### src/hw/rtl/rtpp_pkg.sv
// Shared types, constants and helpers for the rotating target panel position block.
// Used by the controller, the datapath and the top level; depends on nothing else.
package rtpp_pkg;

    localparam int TWO_PI_Q16   = 411775;
    localparam int TP           = TWO_PI_Q16;
    localparam int MAX_PANELS_D = 8;
    localparam int CORDIC_D     = 16;
    localparam int RESULT_LIMIT = 8;
    localparam int ATAN_N       = 24;
    localparam int MOD_TOP      = 20;
    localparam logic [3:0] PANEL_RESET = 4'd4;

    localparam logic signed [35:0] PI_Q30          = 36'sd3373259426;
    localparam logic signed [35:0] HALF_PI_Q30     = 36'sd1686629713;
    localparam logic signed [35:0] THREE_HALF_Q30  = 36'sd5059889139;
    localparam logic signed [35:0] TWO_PI_Q30      = 36'sd6746521600;
    localparam logic signed [33:0] GAIN_Q30        = 34'sd652032874;

    localparam logic signed [35:0] ATAN_Q30 [ATAN_N] = '{
        36'sd843314857, 36'sd497837829, 36'sd263043836, 36'sd133525159,
        36'sd67021687, 36'sd33543516, 36'sd16775851, 36'sd8388437,
        36'sd4194283, 36'sd2097149, 36'sd1048576, 36'sd524288,
        36'sd262144, 36'sd131072, 36'sd65536, 36'sd32768,
        36'sd16384, 36'sd8192, 36'sd4096, 36'sd2048,
        36'sd1024, 36'sd512, 36'sd256, 36'sd128
    };

    // Row is panel count minus one, column is the panel number.
    localparam logic [21:0] ANGLE_TAB [8][8] = '{
        '{22'(0), 22'(TP*1/1), 22'(TP*2/1), 22'(TP*3/1),
          22'(TP*4/1), 22'(TP*5/1), 22'(TP*6/1), 22'(TP*7/1)},
        '{22'(0), 22'(TP*1/2), 22'(TP*2/2), 22'(TP*3/2),
          22'(TP*4/2), 22'(TP*5/2), 22'(TP*6/2), 22'(TP*7/2)},
        '{22'(0), 22'(TP*1/3), 22'(TP*2/3), 22'(TP*3/3),
          22'(TP*4/3), 22'(TP*5/3), 22'(TP*6/3), 22'(TP*7/3)},
        '{22'(0), 22'(TP*1/4), 22'(TP*2/4), 22'(TP*3/4),
          22'(TP*4/4), 22'(TP*5/4), 22'(TP*6/4), 22'(TP*7/4)},
        '{22'(0), 22'(TP*1/5), 22'(TP*2/5), 22'(TP*3/5),
          22'(TP*4/5), 22'(TP*5/5), 22'(TP*6/5), 22'(TP*7/5)},
        '{22'(0), 22'(TP*1/6), 22'(TP*2/6), 22'(TP*3/6),
          22'(TP*4/6), 22'(TP*5/6), 22'(TP*6/6), 22'(TP*7/6)},
        '{22'(0), 22'(TP*1/7), 22'(TP*2/7), 22'(TP*3/7),
          22'(TP*4/7), 22'(TP*5/7), 22'(TP*6/7), 22'(TP*7/7)},
        '{22'(0), 22'(TP*1/8), 22'(TP*2/8), 22'(TP*3/8),
          22'(TP*4/8), 22'(TP*5/8), 22'(TP*6/8), 22'(TP*7/8)}
    };

    typedef struct packed {
        logic       load;
        logic       pred_mul;
        logic       pred_add;
        logic [1:0] sel;
        logic       mod_step;
        logic [4:0] mod_bit;
        logic       ang;
        logic       rot;
        logic [4:0] rot_i;
        logic       prod;
        logic       emit;
        logic [2:0] panel;
        logic [2:0] n_m1;
        logic       last;
    } t_dp_cmd;

    typedef struct packed {
        logic out_full;
    } t_dp_sts;

    function automatic logic signed [31:0] sat32(input logic signed [39:0] v);
        if (v > 40'sd2147483647) begin
            return 32'sh7FFFFFFF;
        end else if (v < -40'sd2147483648) begin
            return 32'sh80000000;
        end
        return v[31:0];
    endfunction

endpackage

### src/hw/rtl/rtpp_ctrl.sv
// Controller state machine for the rotating target panel position block.
// Holds the panel count register and sequences the datapath; uses rtpp_pkg.
module rtpp_ctrl import rtpp_pkg::*; #(
    parameter int MAX_PANELS   = MAX_PANELS_D,
    parameter int CORDIC_STEPS = CORDIC_D
) (
    input  logic       i_clk,
    input  logic       i_rst_n,
    input  logic       i_cfg_we,
    input  logic [3:0] i_cfg_wdata,
    input  logic       i_in_valid,
    output logic       o_in_ready,
    input  t_dp_sts    i_sts,
    output t_dp_cmd    o_cmd
);

    localparam logic [2:0] S_IDLE = 3'd0;
    localparam logic [2:0] S_MUL  = 3'd1;
    localparam logic [2:0] S_ADD  = 3'd2;
    localparam logic [2:0] S_MOD  = 3'd3;
    localparam logic [2:0] S_ANG  = 3'd4;
    localparam logic [2:0] S_ROT  = 3'd5;
    localparam logic [2:0] S_PROD = 3'd6;
    localparam logic [2:0] S_EMIT = 3'd7;

    localparam int LIM = (MAX_PANELS < RESULT_LIMIT) ? MAX_PANELS : RESULT_LIMIT;

    logic [2:0] r_state, n_state;
    logic [3:0] r_count;
    logic [1:0] r_sel, n_sel;
    logic [4:0] r_mod_bit, n_mod_bit;
    logic [4:0] r_rot_i, n_rot_i;
    logic [2:0] r_panel, n_panel;
    logic [2:0] r_n_m1, n_n_m1;
    logic [3:0] cnt_eff;

    always_comb begin
        cnt_eff = r_count;
        if (cnt_eff == 4'd0) begin
            cnt_eff = 4'd1;
        end
        if (cnt_eff > 4'(LIM)) begin
            cnt_eff = 4'(LIM);
        end
    end

    always_ff @(posedge i_clk) begin
        if (!i_rst_n) begin
            r_state   <= S_IDLE;
            r_count   <= PANEL_RESET;
            r_sel     <= '0;
            r_mod_bit <= '0;
            r_rot_i   <= '0;
            r_panel   <= '0;
            r_n_m1    <= '0;
        end else begin
            r_state   <= n_state;
            r_sel     <= n_sel;
            r_mod_bit <= n_mod_bit;
            r_rot_i   <= n_rot_i;
            r_panel   <= n_panel;
            r_n_m1    <= n_n_m1;
            if (i_cfg_we) begin
                r_count <= i_cfg_wdata;
            end
        end
    end

    always_comb begin
        n_state   = r_state;
        n_sel     = r_sel;
        n_mod_bit = r_mod_bit;
        n_rot_i   = r_rot_i;
        n_panel   = r_panel;
        n_n_m1    = r_n_m1;
        o_in_ready = 1'b0;
        o_cmd = '0;
        o_cmd.sel     = r_sel;
        o_cmd.mod_bit = r_mod_bit;
        o_cmd.rot_i   = r_rot_i;
        o_cmd.panel   = r_panel;
        o_cmd.n_m1    = r_n_m1;
        o_cmd.last    = (r_panel == r_n_m1);
        case (r_state)
            S_IDLE: begin
                o_in_ready = 1'b1;
                if (i_in_valid) begin
                    o_cmd.load = 1'b1;
                    n_sel   = '0;
                    n_n_m1  = 3'(cnt_eff - 4'd1);
                    n_state = S_MUL;
                end
            end
            S_MUL: begin
                o_cmd.pred_mul = 1'b1;
                n_state = S_ADD;
            end
            S_ADD: begin
                o_cmd.pred_add = 1'b1;
                if (r_sel == 2'd3) begin
                    n_mod_bit = 5'(MOD_TOP);
                    n_state   = S_MOD;
                end else begin
                    n_sel   = r_sel + 2'd1;
                    n_state = S_MUL;
                end
            end
            S_MOD: begin
                o_cmd.mod_step = 1'b1;
                if (r_mod_bit == 5'd0) begin
                    n_panel = '0;
                    n_state = S_ANG;
                end else begin
                    n_mod_bit = r_mod_bit - 5'd1;
                end
            end
            S_ANG: begin
                o_cmd.ang = 1'b1;
                n_rot_i = '0;
                n_state = S_ROT;
            end
            S_ROT: begin
                o_cmd.rot = 1'b1;
                if (r_rot_i == 5'(CORDIC_STEPS - 1)) begin
                    n_state = S_PROD;
                end else begin
                    n_rot_i = r_rot_i + 5'd1;
                end
            end
            S_PROD: begin
                o_cmd.prod = 1'b1;
                n_state = S_EMIT;
            end
            S_EMIT: begin
                if (!i_sts.out_full) begin
                    o_cmd.emit = 1'b1;
                    if (r_panel == r_n_m1) begin
                        n_state = S_IDLE;
                    end else begin
                        n_panel = r_panel + 3'd1;
                        n_state = S_ANG;
                    end
                end
            end
            default: begin
                n_state = S_IDLE;
            end
        endcase
    end

endmodule

### config.mk
export PLATFORM = sky130hd
export DESIGN_NAME = rtpp_ctrl
export DESIGN_NICKNAME = d
export VERILOG_FILES = /design/src/hw/rtl/rtpp_pkg.sv /design/src/hw/rtl/rtpp_ctrl.sv
export SDC_FILE = /design/constraint.sdc
export NUM_CORES = 1
export LEC_CHECK = 0
export ABC_AREA = 0
export BUFFER_PORTS_ARGS = -buffer_cell sky130_fd_sc_hd__buf_2
export CORE_MARGIN = 2
export CORE_UTILIZATION = 56
export CTS_CLUSTER_SIZE = 40
export DETAILED_ROUTE_END_ITERATION = 10
export PLACE_DENSITY_LB_ADDON = 0.08
export SLEW_MARGIN = 20
export SYNTH_ARGS = -nofsm -noshare
export SYNTH_HDL_FRONTEND = slang
export SYNTH_SLANG_ARGS = --single-unit
### constraint.sdc
create_clock -name i_clk -period 2.9 [get_ports i_clk]
set_input_delay 0.29 -clock i_clk [delete_from_list [all_inputs] [get_ports i_clk]]
set_output_delay 0.29 -clock i_clk [all_outputs]
set_load 0.01 [all_outputs]
### Word-level counts from Yosys, hierarchy flattened

Index checks and enable logic that the tools add are counted.

* bits of input ports: 9
* bits in registers: 25

* $add $sub $neg: 5
* reduce and logical (&&, ||, !) cells: 13
* multiplexer cells: 32
* order comparisons: 1
* equality and inequality tests: 19

Operators with widths (count)
* 3-bit two-way mux: 9
* 3-bit one-hot mux with 8 select lines: 1
* 5-bit one-hot mux with 2 select lines: 2
* 2-bit != test (second input constant): 9
* 5-bit two-way mux: 3
* 3-bit equality test (second input constant): 4
* 1-bit two-way mux: 11
* 4-bit AND reduction: 2
* 2-bit nonzero test: 4
* 3-bit by 2-bit equality test with 1-bit output (second input constant): 2
* 2-bit two-way mux: 3
* 3-bit one-hot mux with 2 select lines: 1
* 3-bit AND reduction: 2
* 5-bit by 1-bit adder with 5-bit output (second input constant): 1
* 5-bit by 4-bit equality test with 1-bit output (second input constant): 1
* 5-bit zero test: 1
* 5-bit by 1-bit subtractor with 5-bit output (second input constant): 1
* 4-bit > comparator (second input constant): 1
* 4-bit zero test: 1
* 4-bit two-way mux: 1
* 2-bit one-hot mux with 2 select lines: 1
* 2-bit AND reduction: 2
* 3-bit by 1-bit adder with 3-bit output (second input constant): 1
* 3-bit by 1-bit equality test with 1-bit output (second input constant): 1
* 5 further kinds: 5

### Longest topological paths before layout

Gate-level depths: netlist (run 1).

* depth in word-level cells: 5
* mapped depth: 7
* depth with buffers taken out: 7

### Worst setup path after synthesis (run 1)

Ideal clock, no wire load.

* kind: register -> register
* start: reg r_rot_i[0]
* end: reg r_rot_i[3]
* slack: 1.229 ns
* buffers on the path: 0
* cell stages (with the launch flop): 8
* library setup time: 0.114 ns
* data arrival time: 1.556 ns
* clock period less this slack: 1.671 ns
* path through: dfxtp_1 -> ha_1 -> and3_1 -> ha_1 -> and4bb_2 -> nand4_1 -> xor2_1 -> nor2_1

* word-level cells in the longest chain between the ends: 3
* elaborated cells on any way between the ends: 6
* classes of those cells: add/sub: 1; eq/ne: 2; mux: 2; reduce/logical: 1

RTL lines
* start, declared: line rtpp_ctrl.sv:32 `logic [4:0] r_rot_i, n_rot_i;`
* start signal, assigned: line rtpp_ctrl.sv:60 `r_rot_i <= n_rot_i;`
* 5-bit by 1-bit adder with 5-bit output / 5-bit by 4-bit equality test with 1-bit output (equally long branches): line rtpp_ctrl.sv:127, rtpp_ctrl.sv:124
* 5-bit two-way mux / 2-bit != test (equally long branches)
* 5-bit one-hot mux with 2 select lines / 2-bit AND reduction (equally long branches)

Parallel ways exist; a longest one is shown, timed or not. The select of a mux whose other input is x is not followed.
A chain may end at the register's enable or synchronous reset.

==> run summary, run 1 <==
After synthesis, the most frequently instantiated cells are dfxtp_1, nand2_1, nor2_1. The startpoint of the worst hold path is i_cfg_wdata[2]. Port buffering added 36 buffers.

The worst setup path is captured at an output pin. The headroom to the max-slew limit is a little under half. The yosys synthesis warning count came out at 0.

The number of clock buffers inserted by TritonCTS came out at 3. Counting every net in the synthesized netlist gives around 180. The starting DRC count in detailed routing came out at 17. The count of cells in the finished layout, fillers not included, comes to about 220.

The share of final-layout standard cells stronger than drive strength 1 came out at between 20% and 30%. The fraction of power consumed by the clock network is between 20% and 30%. The fraction of power consumed by combinational cells came out at 19.4%.

By area the synthesized netlist is led by dfxtp_1, mux2i_1, ha_1, nor2b_1, xor2_1. STA classifies the critical path startpoint as a flip-flop. The clock slew seen by the registers of the worst setup and hold paths is 130 ps. After synthesis, flip-flops and latches occupy 34.6% of the total area. The most common cell in the synthesized netlist is dfxtp_1. The number of optimization iterations in the first detailed-route pass came out at 4.

The run finished with clean final reports. The via count of the first global-routing pass is around 1000. The tree is rooted in a clkbuf_4. The reg-to-reg setup timing slack is around 1100 ps. The total area inside the core boundary comes to between 0.002 and 0.0025 sq mm. The post-DP HPWL is around 2.1 mm.

The placed instance area came out at 0.00162 sq mm. The detailed-route wire length is slightly below 3 mm. The endpoint of the lowest-slack register-to-register path is r_sel[1]$_SDFFE_PN0P_. The power density relative to cell area came out at a little over 400 mW/mm^2. The via count is about 1200. The number of distinct standard cells referenced by the synthesized netlist is 50. TritonCTS built the clock tree. The source-to-sink clock delay at the later pin of the worst-skew pair came out at 320 ps. The worst hold path passes through 3 cells. The largest fanout on the critical path came out at 22.

The count of nets left with antenna violations once routing finished came out at 0. In the final routed layout, each cell accounts on average for 13.0 um. The number of pins exceeding their max-slew limit in the final report came out at 0. Across the VDD grid, the largest voltage drop is approximately 0.35 mV. The total routing resource utilization after global routing is 20.3%.

The number of flops mapped to enable cells by yosys is 0. The cts-stage hold buffer count is 0. The chip width is about 55 um. In the routed design, unresolved DRC markers number 0.

The internal power consumption came out at 0.476 mW. The row count is 18. In the routed layout, each cell is associated on average with a via count of 5.52. STA puts the critical path data required time at 2610 ps.

The data arrival time at the worst-slack endpoint came out at 1780 ps. The top cell type by total area after synthesis is dfxtp_1. In this run the cell area of the synthesized design comes to between 0.001 and 0.0015 sq mm.

The area enclosed by the die boundary is 0.00301 sq mm. The sequential cell area came out at about 500 sq um. The final setup skew came out at roughly 1.4 ps.

The number of filler instances in the final layout came out at 218. The number of instances resized during post-cts repair came out at 0. Setup violations remaining at the end of the flow were counted as 0. In the final layout, the multi-input gates occupy between 800 and 900 sq um.

The sequential power share is just under 60%. The placed cell count came out at approximately 220. The share of async-settable or async-resettable flops after synthesis came out at 0%. The number of hold-slack violations in the final timing report came out at 0.

During I/O placement, the number of pins put on the boundary was 37. The starting density of the core came out at 59.0%. Once the clock tree was built, the setup fixing pass inserted 0 buffers. The initial antenna violation count came out at 0. The minimum clock period came out at 2070 ps. The number of nets in the finished design came out at slightly above 200. The total inserted antenna cells is 0. The y dimension of the die came out at 54.8 um. In the synthesized netlist, the number of instances is 161. For the final routed database, the setup TNS stands at 0 ps. The number of flip-flops and latches in the synthesized netlist came out at 25. The top achievable clock speed is 0.483 GHz. The last weighted congestion value of the routability-driven placer came out at slightly above 0.8.

The type of the worst setup path is reg2out. The tree built by TritonCTS fans out to 25 sinks. The number of buffers between clock root and the deepest sink came out at 2. For the pin with the worst max-slew slack, the measured transition is ~780 ps. The path class of the tightest hold or removal check is in2reg.

Setup repair after global routing left no endpoint under its margin. The total net switching power is 0.199 mW. The global-route congestion overflow total is 0. The path with the worst hold slack has its endpoint at r_count[2]$_SDFFE_PN1P_. The total number of H-tree levels came out at 1. The reg-to-reg critical path startpoint is r_state[1]$_SDFFE_PN0P_. Measured in cells, the most critical reg-to-reg path has a length of 4.

The final non-filler cell area is 0.00164 sq mm. The number of violations of the max-capacitance limit is 0. After layout, the worst path uses between 70% and 80% of the clock period.

The largest net degree at the start of global routing is 26. The wire length of the first global-routing pass is 4.39 mm. The flip-flop cell with the highest count after synthesis is dfxtp_1. The total power is between 0.6 and 0.7 mW. The share of Yosys cell area claimed by the top area cell type came out at 34.6%. In this run switching power makes up just under 30% of total power.

The mean instance size in the synthesized netlist came out at roughly 9.0 sq um. The layout overhead on the synthesized area is 13.5%. The static leakage power is around 0.77 nW.
-- worst max path at each step --
stage | from | to | slack [ps] | depth (start not counted)
final | r_state[2]$_SDFFE_PN0P_ | o_cmd[15] | 830 | 2
after global routing | r_state[2]$_SDFFE_PN0P_ | o_cmd[15] | 710 | 2
after detailed placement | r_rot_i[0]$_SDFFE_PN0P_ | r_rot_i[3]$_SDFFE_PN0P_ | 1160 | 7
after global placement | r_rot_i[0]$_SDFFE_PN0P_ | r_rot_i[4]$_SDFFE_PN0P_ | 1190 | 7
after CTS | r_state[2]$_SDFFE_PN0P_ | o_cmd[15] | 830 | 2
after floorplan | r_rot_i[0]$_SDFFE_PN0P_ | r_rot_i[3]$_SDFFE_PN0P_ | 1230 | 7
-- metrics by stage --
step | setup WS, ps | utilization, % | hold slack, ps
finish | 829 | 66.9 | 185
global placement | 1190 | 65.8 | 474
CTS | 832 | 66.9 | 182
detailed placement | 1160 | 65.8 | 492
floorplan | 1230 | - | 419
global route | 713 | 66.9 | 218
-- flip-flops by register name, indices dropped and copies added, names as in the netlist --
register,cells
r_mod_bit,5
r_rot_i,5
r_count,4
r_n_m1,3
r_panel,3
r_state,3
r_sel,2
-- cells by family (layout without fill, tap and decap cells) --
group / after synthesis / after routing / synth area share (%)
DFF: 25 / 25 / 34.6
and+or+nand+nor: 69 / 69 / 30.0
AOI/OAI and AO/OA: 28 / 28 / 14.3
xor gates and xnor gates: 9 / 9 / 5.45
muxes: 8 / 8 / 5.53
adders and majority gates: 6 / 6 / 5.19
buffers and inverters: 16 / 46 / 5.01
-- routing by layer --
layer	up-vias	GRT usage [%]	routed length, um
li1	629	-	-
met1	558	26.8	1400
met2	28	32.9	1340
met3	4	4.10	111
met4	0	6.25	30
met5	-	0	0
-- critical path, cell delays in order, from the launching register on --
cell and delay (ps):
dfxtp_1 850, nor3b_1 400, buf_2 200
-- cell type report --
class                   instances  share of cell area [%]
multi-input cells             120                    53.2
flip-flops and latches         25                    30.5
repair buffers                 36                    11.0
well taps                      30                    2.28
clock buffers                   3                    1.37
inverters                       6                    1.37
clock inverters                 1                   0.305
-- cells in the final DEF, fill, tap and decap left out, drive strengths merged, types with 2 or more instances in the layout --
master	Yosys	routed
a21boi	2	2
or3	2	2
nand2	14	14
inv	6	6
a21oi	6	6
ha	6	6
a211o	2	2
nor3b	4	4
nor2b	11	11
nand3	5	5
a22oi	2	2
xor2	7	7
nor3	3	3
and3b	2	2
nand2b	2	2
dfxtp	25	25
buf	6	36
xnor2	2	2
and3	2	2
clkbuf	4	3
nand4	2	2
nor2	13	13
o211a	2	2
nor4b	3	3
mux2i	8	8
o21ai	3	3
-- power by group through the flow --
stage / Clock (mW) / Sequential [mW] / Combinational [mW]
finish: 0.154 / 0.390 / 0.131
global route: 0.175 / 0.392 / 0.146
CTS: 0.162 / 0.389 / 0.132
detailed placement: 0 / 0.396 / 0.131
global placement: 0 / 0.395 / 0.128
floorplan: 0 / 0.379 / 0.113
No activity file was read; power rests on OpenSTA's default activity.
==> inputs of run 2 (changes only) <==
--- a/config.mk
+++ b/config.mk
@@ -5,10 +5,10 @@
 export SDC_FILE = /design/constraint.sdc
 export NUM_CORES = 1
 export LEC_CHECK = 0
-export ABC_AREA = 0
+export ABC_AREA = 1
 export BUFFER_PORTS_ARGS = -buffer_cell sky130_fd_sc_hd__buf_2
 export CORE_MARGIN = 2
-export CORE_UTILIZATION = 56
+export CORE_UTILIZATION = 47
 export CTS_CLUSTER_SIZE = 40
 export DETAILED_ROUTE_END_ITERATION = 10
 export PLACE_DENSITY_LB_ADDON = 0.08
==> constraint.sdc (replaced) <==
create_clock -name i_clk -period 1.83 [get_ports i_clk]
set_input_delay 0.183 -clock i_clk [delete_from_list [all_inputs] [get_ports i_clk]]
set_output_delay 0.183 -clock i_clk [all_outputs]
set_load 0.01 [all_outputs]
==> run summary, run 2 <==
The number of distinct standard cells referenced by the synthesized netlist is 26. The source-to-sink clock delay at the later pin of the worst-skew pair is about 320 ps. The yosys synthesis warning count came out at 0.

For the worst setup path, the data required time is around 1700 ps. After detailed routing, the number of remaining DRC violations is 2. In this run, post-CTS repair resized a total of 0 instances.

The critical path launch point type is a flip-flop. The top cell types in the final layout, fill and taps aside, are buf_2, nand2_1, inv_1. The number of pins exceeding their max-slew limit in the final report is 0. The starting density of the core is roughly half. The largest net degree at the start of global routing came out at 17.

In this run, post-CTS hold repair placed 0 buffers. The commonest cells after synthesis are nand2_1, inv_1, nor2_1. Once placement finished, the instance area stood at about 0.0016 sq mm. The final layout contains routed wiring with a total length of ~3.0 mm. Net switching is a little under a third of the power.

The end-of-flow core utilization is 58.3%. The internal power consumption is 0.724 mW. The routed length per instance is approximately 11 um. STA classifies the critical path endpoint as an output pin.

The checks that failed: DRC. Along the worst path, the maximum fanout reaches 8. Leaving out fill and tap cells, the most frequent cell in the layout is buf_2. The clock drives 25 sinks. The global-route congestion overflow total is 0.

The tightest min-delay check is of the in2reg type. The reg-to-reg critical path startpoint is r_rot_i[1]$_SDFFE_PN0P_. The mean instance size in the synthesized netlist is a little over 7 sq um. In the synthesized netlist the async set-or-reset flop fraction comes to 0%. In this run the critical register-to-register path is captured at r_state[2]$_SDFFE_PN0P_. The layout overhead on the synthesized area came out at 15.6%. The synthesized net count is roughly 220. In this run the static leakage power is 0.809 nW. The chip width came out at roughly 60 um.

The top cell type by total area after synthesis is dfxtp_1. The final non-filler cell area is roughly 0.0016 sq mm. Counting buffers and inverters, the worst setup path is 5 cells deep. Data on the critical path arrives at its endpoint at around 1500 ps.

In the synthesized netlist the dominant register cell turns out to be dfxtp_1. The total number of H-tree levels is 1. The final layout contains around 250 nets. The smallest clock period supported by the final layout is computed as about 1600 ps. The top achievable clock speed is 0.611 GHz. The wire length of the first global-routing pass is about 5.2 mm.

The most common cell in the netlist is nand2_1. The flow ran to the end, but the final reports show violations. The number of flops mapped to enable cells by yosys is 0. The final number of setup-violating endpoints is 0. The starting DRC count in detailed routing came out at 30.

The fraction of power consumed by the clock network came out at 24.5%. The largest registers in the layout are r_mod_bit x5, r_rot_i x5, r_count x4. The via count of the first global-routing pass is 1296. The initial antenna violation count was 0.

The number of cells on the worst reg-to-reg path is 9. The y dimension of the die is just under 60 um. The number of antenna diodes in the final layout is 0. Once placement completed, the tool counted placed cells totaling ~260. In this run the register-to-register setup slack is 250 ps.

The row count came out at 19. Sorting the synthesized cells by area gives the leading types as dfxtp_1, nand2_1, inv_1, nor2_1, o21ai_0. Dividing the detail-routed via count by the number of cells gives approximately 5.1.

The sequential element share of the synthesized area is 35.4%. The fraction of power consumed by combinational cells is between 10% and 20%. Traced cell by cell, the critical path runs through nand3_2 -> inv_2 -> nand2_2 -> inv_1 -> buf_2. The via count is roughly 1400. The core area came out at roughly 0.0028 sq mm. The biggest cell delay along the critical path came out at 570 ps. The count of buffering cells on the critical path with inverters included came out at 3. The tool flagged a number of max-cap violations equal to 0. In this run the tool buffered the top-level ports with 36 buffer cells. The floorplan step defined a die boundary enclosing around 0.0035 sq mm.

The ratio of final minimum period to clock period is between 80% and 90%. The final setup skew came out at around 6.0 ps. The largest individual stage delay along the critical path comes from the cell dfxtp_1. The cell area that synthesis handed to floorplanning was 0.00142 sq mm. The number of hold-slack violations in the final timing report is 0. The most critical setup path has its endpoint at o_cmd[7]. The post-DP HPWL is roughly 2.4 mm. The post-CTS setup buffer count came out at 0. The clock passes through at most 2 buffers. The number of filler instances in the final layout is 280. Setup repair after global routing left no endpoint under its margin.

The type of the worst setup path is reg2out. The share of Yosys cell area claimed by the top area cell type is between 30% and 40%. In this run the tightest slew margin relative to its limit is between 70% and 80%.

The power density relative to cell area is around 640 mW/mm^2. The total net switching power is about 0.33 mW. After clock tree synthesis, the clock-pin slew on the worst setup and hold paths is between 100 and 150 ps. Synthesis inferred 25 register bits. The largest delay contributor family on the critical path is flip-flops. The post-layout instance count excluding filler cells came out at approximately 270. The total power is 1.05 mW.

The post-synthesis cell count came out at 200. After routing, the total negative slack on setup checks comes to 0 ps. The transition at the pin with the smallest max-transition slack came out at 366 ps. TritonCTS built the clock tree. The number of clock buffers inserted by TritonCTS is 3.

The detail route stage leaves a number of antenna-violating nets equal to 0. The worst-case IR drop observed on VDD is between 0.4 and 0.5 mV. Before antenna repair, the detailed router went through 7 iterations.

Pin placement for this block handled 37 I/O pins. The sequential power share is about 57%. The tree is rooted in a clkbuf_4. The share of final-layout standard cells stronger than drive strength 1 came out at 25.7%. The most critical setup path has its startpoint at r_state[0]$_SDFFE_PN0P_. The total routing resource utilization after global routing is between 10% and 20%. The last weighted congestion value of the routability-driven placer came out at just over 0.9.
## run 2: logic make-up after synthesis
family | Yosys count | synth area share, %
AOI/OAI and AO/OA | 36 | 13.7
xor gates and xnor gates | 4 | 2.48
adders and majority gates | 6 | 5.30
buffers and inverters | 38 | 11.1
DFF | 25 | 35.4
and+or+nand+nor | 91 | 32.0
## run 2: how the worst min path moves through the flow
stage / start / end / slack [ps] / cells past startpoint
floorplan: i_cfg_we / r_count[2]$_SDFFE_PN1P_ / 310 / 2
global placement: i_cfg_wdata[2] / r_count[2]$_SDFFE_PN1P_ / 410 / 3
detailed placement: i_cfg_wdata[2] / r_count[2]$_SDFFE_PN1P_ / 410 / 3
CTS: i_cfg_wdata[2] / r_count[2]$_SDFFE_PN1P_ / 70 / 3
global route: i_cfg_wdata[2] / r_count[2]$_SDFFE_PN1P_ / 80 / 3
finish: i_cfg_wdata[2] / r_count[2]$_SDFFE_PN1P_ / 70 / 3
## run 2: worst register-to-register path, delay by kind of cell (launching register included)
kind                     cells  cell delay [ps]
flip-flops                   1              400
AND/OR/NAND/NOR              5              580
buffers and inverters        2              110
adder cells (fa/ha/maj)      2              410
## run 2: metrics by stage
step / hold slack, ps / worst slack [ps]
global route: 84.1 / 33.2
CTS: 70.3 / 185
floorplan: 305 / 327
global placement: 405 / 326
finish: 71.3 / 194
detailed placement: 409 / 221
## run 2: cell type report
cell class / count / area [sq um] / share of cell area (%)
clock buffer: 3 / 22.5 / 1.38
tap: 31 / 38.8 / 2.37
inverter: 35 / 131 / 8.03
sequential: 25 / 502 / 30.7
timing repair buffer: 36 / 180 / 11.0
multi-input combinational: 137 / 757 / 46.3
clock inverter: 1 / 5.00 / 0.306
## run 2: power groups by stage
stage	Sequential (mW)	Combinational, mW	Clock, mW
after CTS	0.600	0.196	0.269
after detailed placement	0.612	0.194	0
after global routing	0.604	0.221	0.287
after global placement	0.610	0.191	0
after floorplan	0.606	0.137	0
final	0.600	0.193	0.257
## run 2: metal layers
metal / wire (um) / vias to the layer above / share of wire (%) / track usage, %
met3: 113 / 6 / 3.7 / 2.86
met4: 45 / 0 / 1.5 / 8.44
met2: 1490 / 27 / 49 / 34.0
li1: - / 717 / - / -
met1: 1380 / 618 / 46 / 22.6
met5: 0 / - / 0 / 0
==> inputs of run 3 (changes only) <==
--- a/config.mk
+++ b/config.mk
@@ -12,6 +12,7 @@
 export CTS_CLUSTER_SIZE = 40
 export DETAILED_ROUTE_END_ITERATION = 10
 export PLACE_DENSITY_LB_ADDON = 0.08
+export SETUP_SLACK_MARGIN = 0.4
 export SLEW_MARGIN = 20
 export SYNTH_ARGS = -nofsm -noshare
 export SYNTH_HDL_FRONTEND = slang
==> run summary, run 3 (same netlist as run 2, synthesis figures left out) <==
The worst hold path passes through 3 cells. STA classifies the critical path startpoint as a flip-flop. The top achievable clock speed came out at ~0.69 GHz. The area enclosed by the die boundary is 0.00347 sq mm. The core area is approximately 0.0028 sq mm. The I/O pin count came out at 37. Setup repair after global routing could not meet its margin everywhere. The root buffer cell is clkbuf_4. The CTS tree is done. The starting density of the core came out at 50.4%. The final number of setup-violating endpoints is 0. The number of optimization iterations in the first detailed-route pass is 7. The static leakage power is ~0.9 nW. The detailed-route wire length came out at approximately 3.5 mm. The sequential power share came out at between 50% and 60%. The initial antenna violation count is 0. The row count came out at 19. The count of port buffers added during placement came out at 36.

The number of hold-slack violations in the final timing report is 0. The y dimension of the die is between 50 and 60 um. The transition at the pin with the smallest max-transition slack is around 350 ps. The number of clock buffers inserted by TritonCTS is 3.

The switching part of the total power is approximately a third. Data on the critical path is required at its endpoint by about 1700 ps. The run finished, with violations left.

The clock slew seen by the registers of the worst setup and hold paths is 140 ps. The average via count per standard cell is 5.16. The largest vdd supply drop is 0.336 mV. The number of pins exceeding their max-slew limit in the final report came to 0. The routed length per instance came out at around 12 um.

For this run, the share of the core covered by cells in the final layout is between 60% and 70%. The internal power consumption is 0.761 mW. The final reports fail on DRC. The minimum clock period came out at ~1400 ps.

The total inserted antenna cells is 0. The largest registers in the layout are r_mod_bit x5, r_rot_i x5, r_count x4. The type of the most critical hold path is in2reg.

The largest net degree at the start of global routing came out at 17. CTS built an H-tree with a depth of 1. The chip width is between 50 and 60 um.

Counting cells, the worst reg-to-reg path comes to 9. The wire length of the first global-routing pass is 5.24 mm. The number of filler instances in the final layout is ~240.

The antenna violation net count after detailed routing is 0. For the final routed database, the setup TNS stands at 0 ps. The CTS sink count came out at 25. The library cell used most frequently in the layout, excluding fill and tap cells, is buf_2. The fraction of power consumed by the clock network came out at a little under a quarter. The via count is roughly 1500.

In this run the deepest clock path goes through 2 buffers. The power density relative to cell area came out at about 580 mW/mm^2. The total routing resource utilization after global routing is approximately a fifth. The global-route congestion overflow total is 0. The source-to-sink clock delay at the later pin of the worst-skew pair came out at between 300 and 400 ps. The largest fanout on the critical path is 5. The detailed router finished its first iteration with slightly above 80 violations. The type of the worst setup path is reg2out. The nature of the critical path endpoint is an output pin. The ratio of final minimum period to clock period is ~79%. The post-DP HPWL is roughly 2.4 mm. The fraction of power consumed by combinational cells is between 20 and 25%. The number of remaining DRC errors came out at 1. The number of violations of the max-capacitance limit came out at 0. After clock tree synthesis, the flow added hold-fix buffers numbering 0.

Headroom to the max-slew limit came out at between 70% and 80%. The total net switching power came out at 0.351 mW. The layout overhead on the synthesized area is 36.6%. The congestion estimate from routability-driven global placement came to between 0.8 and 0.9. The share of final-layout standard cells stronger than drive strength 1 is 43.8%. The data arrival time at the worst-slack endpoint came out at between 1000 and 1500 ps. The final layout contains between 200 and 300 nets.

In the layout the commonest cells are buf_2, nor2_1, nand2_1. The final setup skew came out at 4.56 ps. The via count of the first global-routing pass is 1255.
[run 3: cell count changes in the layout (fill, tap and decap cells not counted), sizes merged]
cell / change
buf: +14
[run 3: routing by layer]
metal | share of wire (%) | track usage (%) | up-vias
met3 | 4.3 | 2.86 | 11
met2 | 49 | 33.5 | 39
met5 | 0 | 0 | -
met1 | 44 | 23.6 | 662
li1 | - | - | 743
met4 | 2.7 | 12.0 | 0
[run 3: final cells by class]
| cell class | count | area (sq um) | area share [%] |
|---|---|---|---|
| multi-input combinational | 137 | 896 | 46.3 |
| sequential | 25 | 529 | 27.4 |
| timing repair buffer | 50 | 305 | 15.8 |
| inverter | 35 | 136 | 7.06 |
| tap | 31 | 38.8 | 2.01 |
| clock buffer | 3 | 22.5 | 1.17 |
| clock inverter | 1 | 5.00 | 0.259 |
[run 3: repair_timing]
item	in CTS	in global routing
setup endpoints to repair	23	23
buffers inserted	6	8
pin swaps	8	10
resized for setup	16	38
[run 3: stage by stage]
stage | instance area (sq um) | total power [mW] | cells | setup slack (ps) | hold WS [ps]
floorplan | 1430 | 0.744 | 200 | 417 | 305
global placement | 1620 | 0.800 | 264 | 331 | 398
detailed placement | 1620 | 0.803 | 264 | 275 | 405
CTS | 1740 | 1.07 | 274 | 377 | 53.4
global route | 1930 | 1.18 | 282 | 283 | 50.0
finish | 1930 | 1.11 | 282 | 382 | 59.4
[run 3: final timing paths]
path | endpoint | from | slack, ps
hold reg to reg | r_mod_bit[0]$_SDFFE_PN0P_ | r_mod_bit[0]$_SDFFE_PN0P_ | 500
setup reg to reg | r_rot_i[3]$_SDFFE_PN0P_ | r_rot_i[0]$_SDFFE_PN0P_ | 390
hold / removal | r_count[2]$_SDFFE_PN1P_ | i_cfg_wdata[2] | 60
setup / recovery | o_cmd[14] | r_state[1]$_SDFFE_PN0P_ | 380
[run 3: power by group through the flow]
| stage | sequential [mW] | combinational, mW | clock (mW) |
|---|---|---|---|
| global placement | 0.609 | 0.191 | 0 |
| CTS | 0.598 | 0.207 | 0.265 |
| global route | 0.604 | 0.283 | 0.288 |
| floorplan | 0.606 | 0.137 | 0 |
| detailed placement | 0.610 | 0.193 | 0 |
| finish | 0.599 | 0.255 | 0.257 |
[run 3: worst max-delay path, stage by stage, from the launching register on]
cell,delay (ps)
dfxtp_4,400
inv_2,70
nand2_1,120
nor2_2,180
buf_2,160
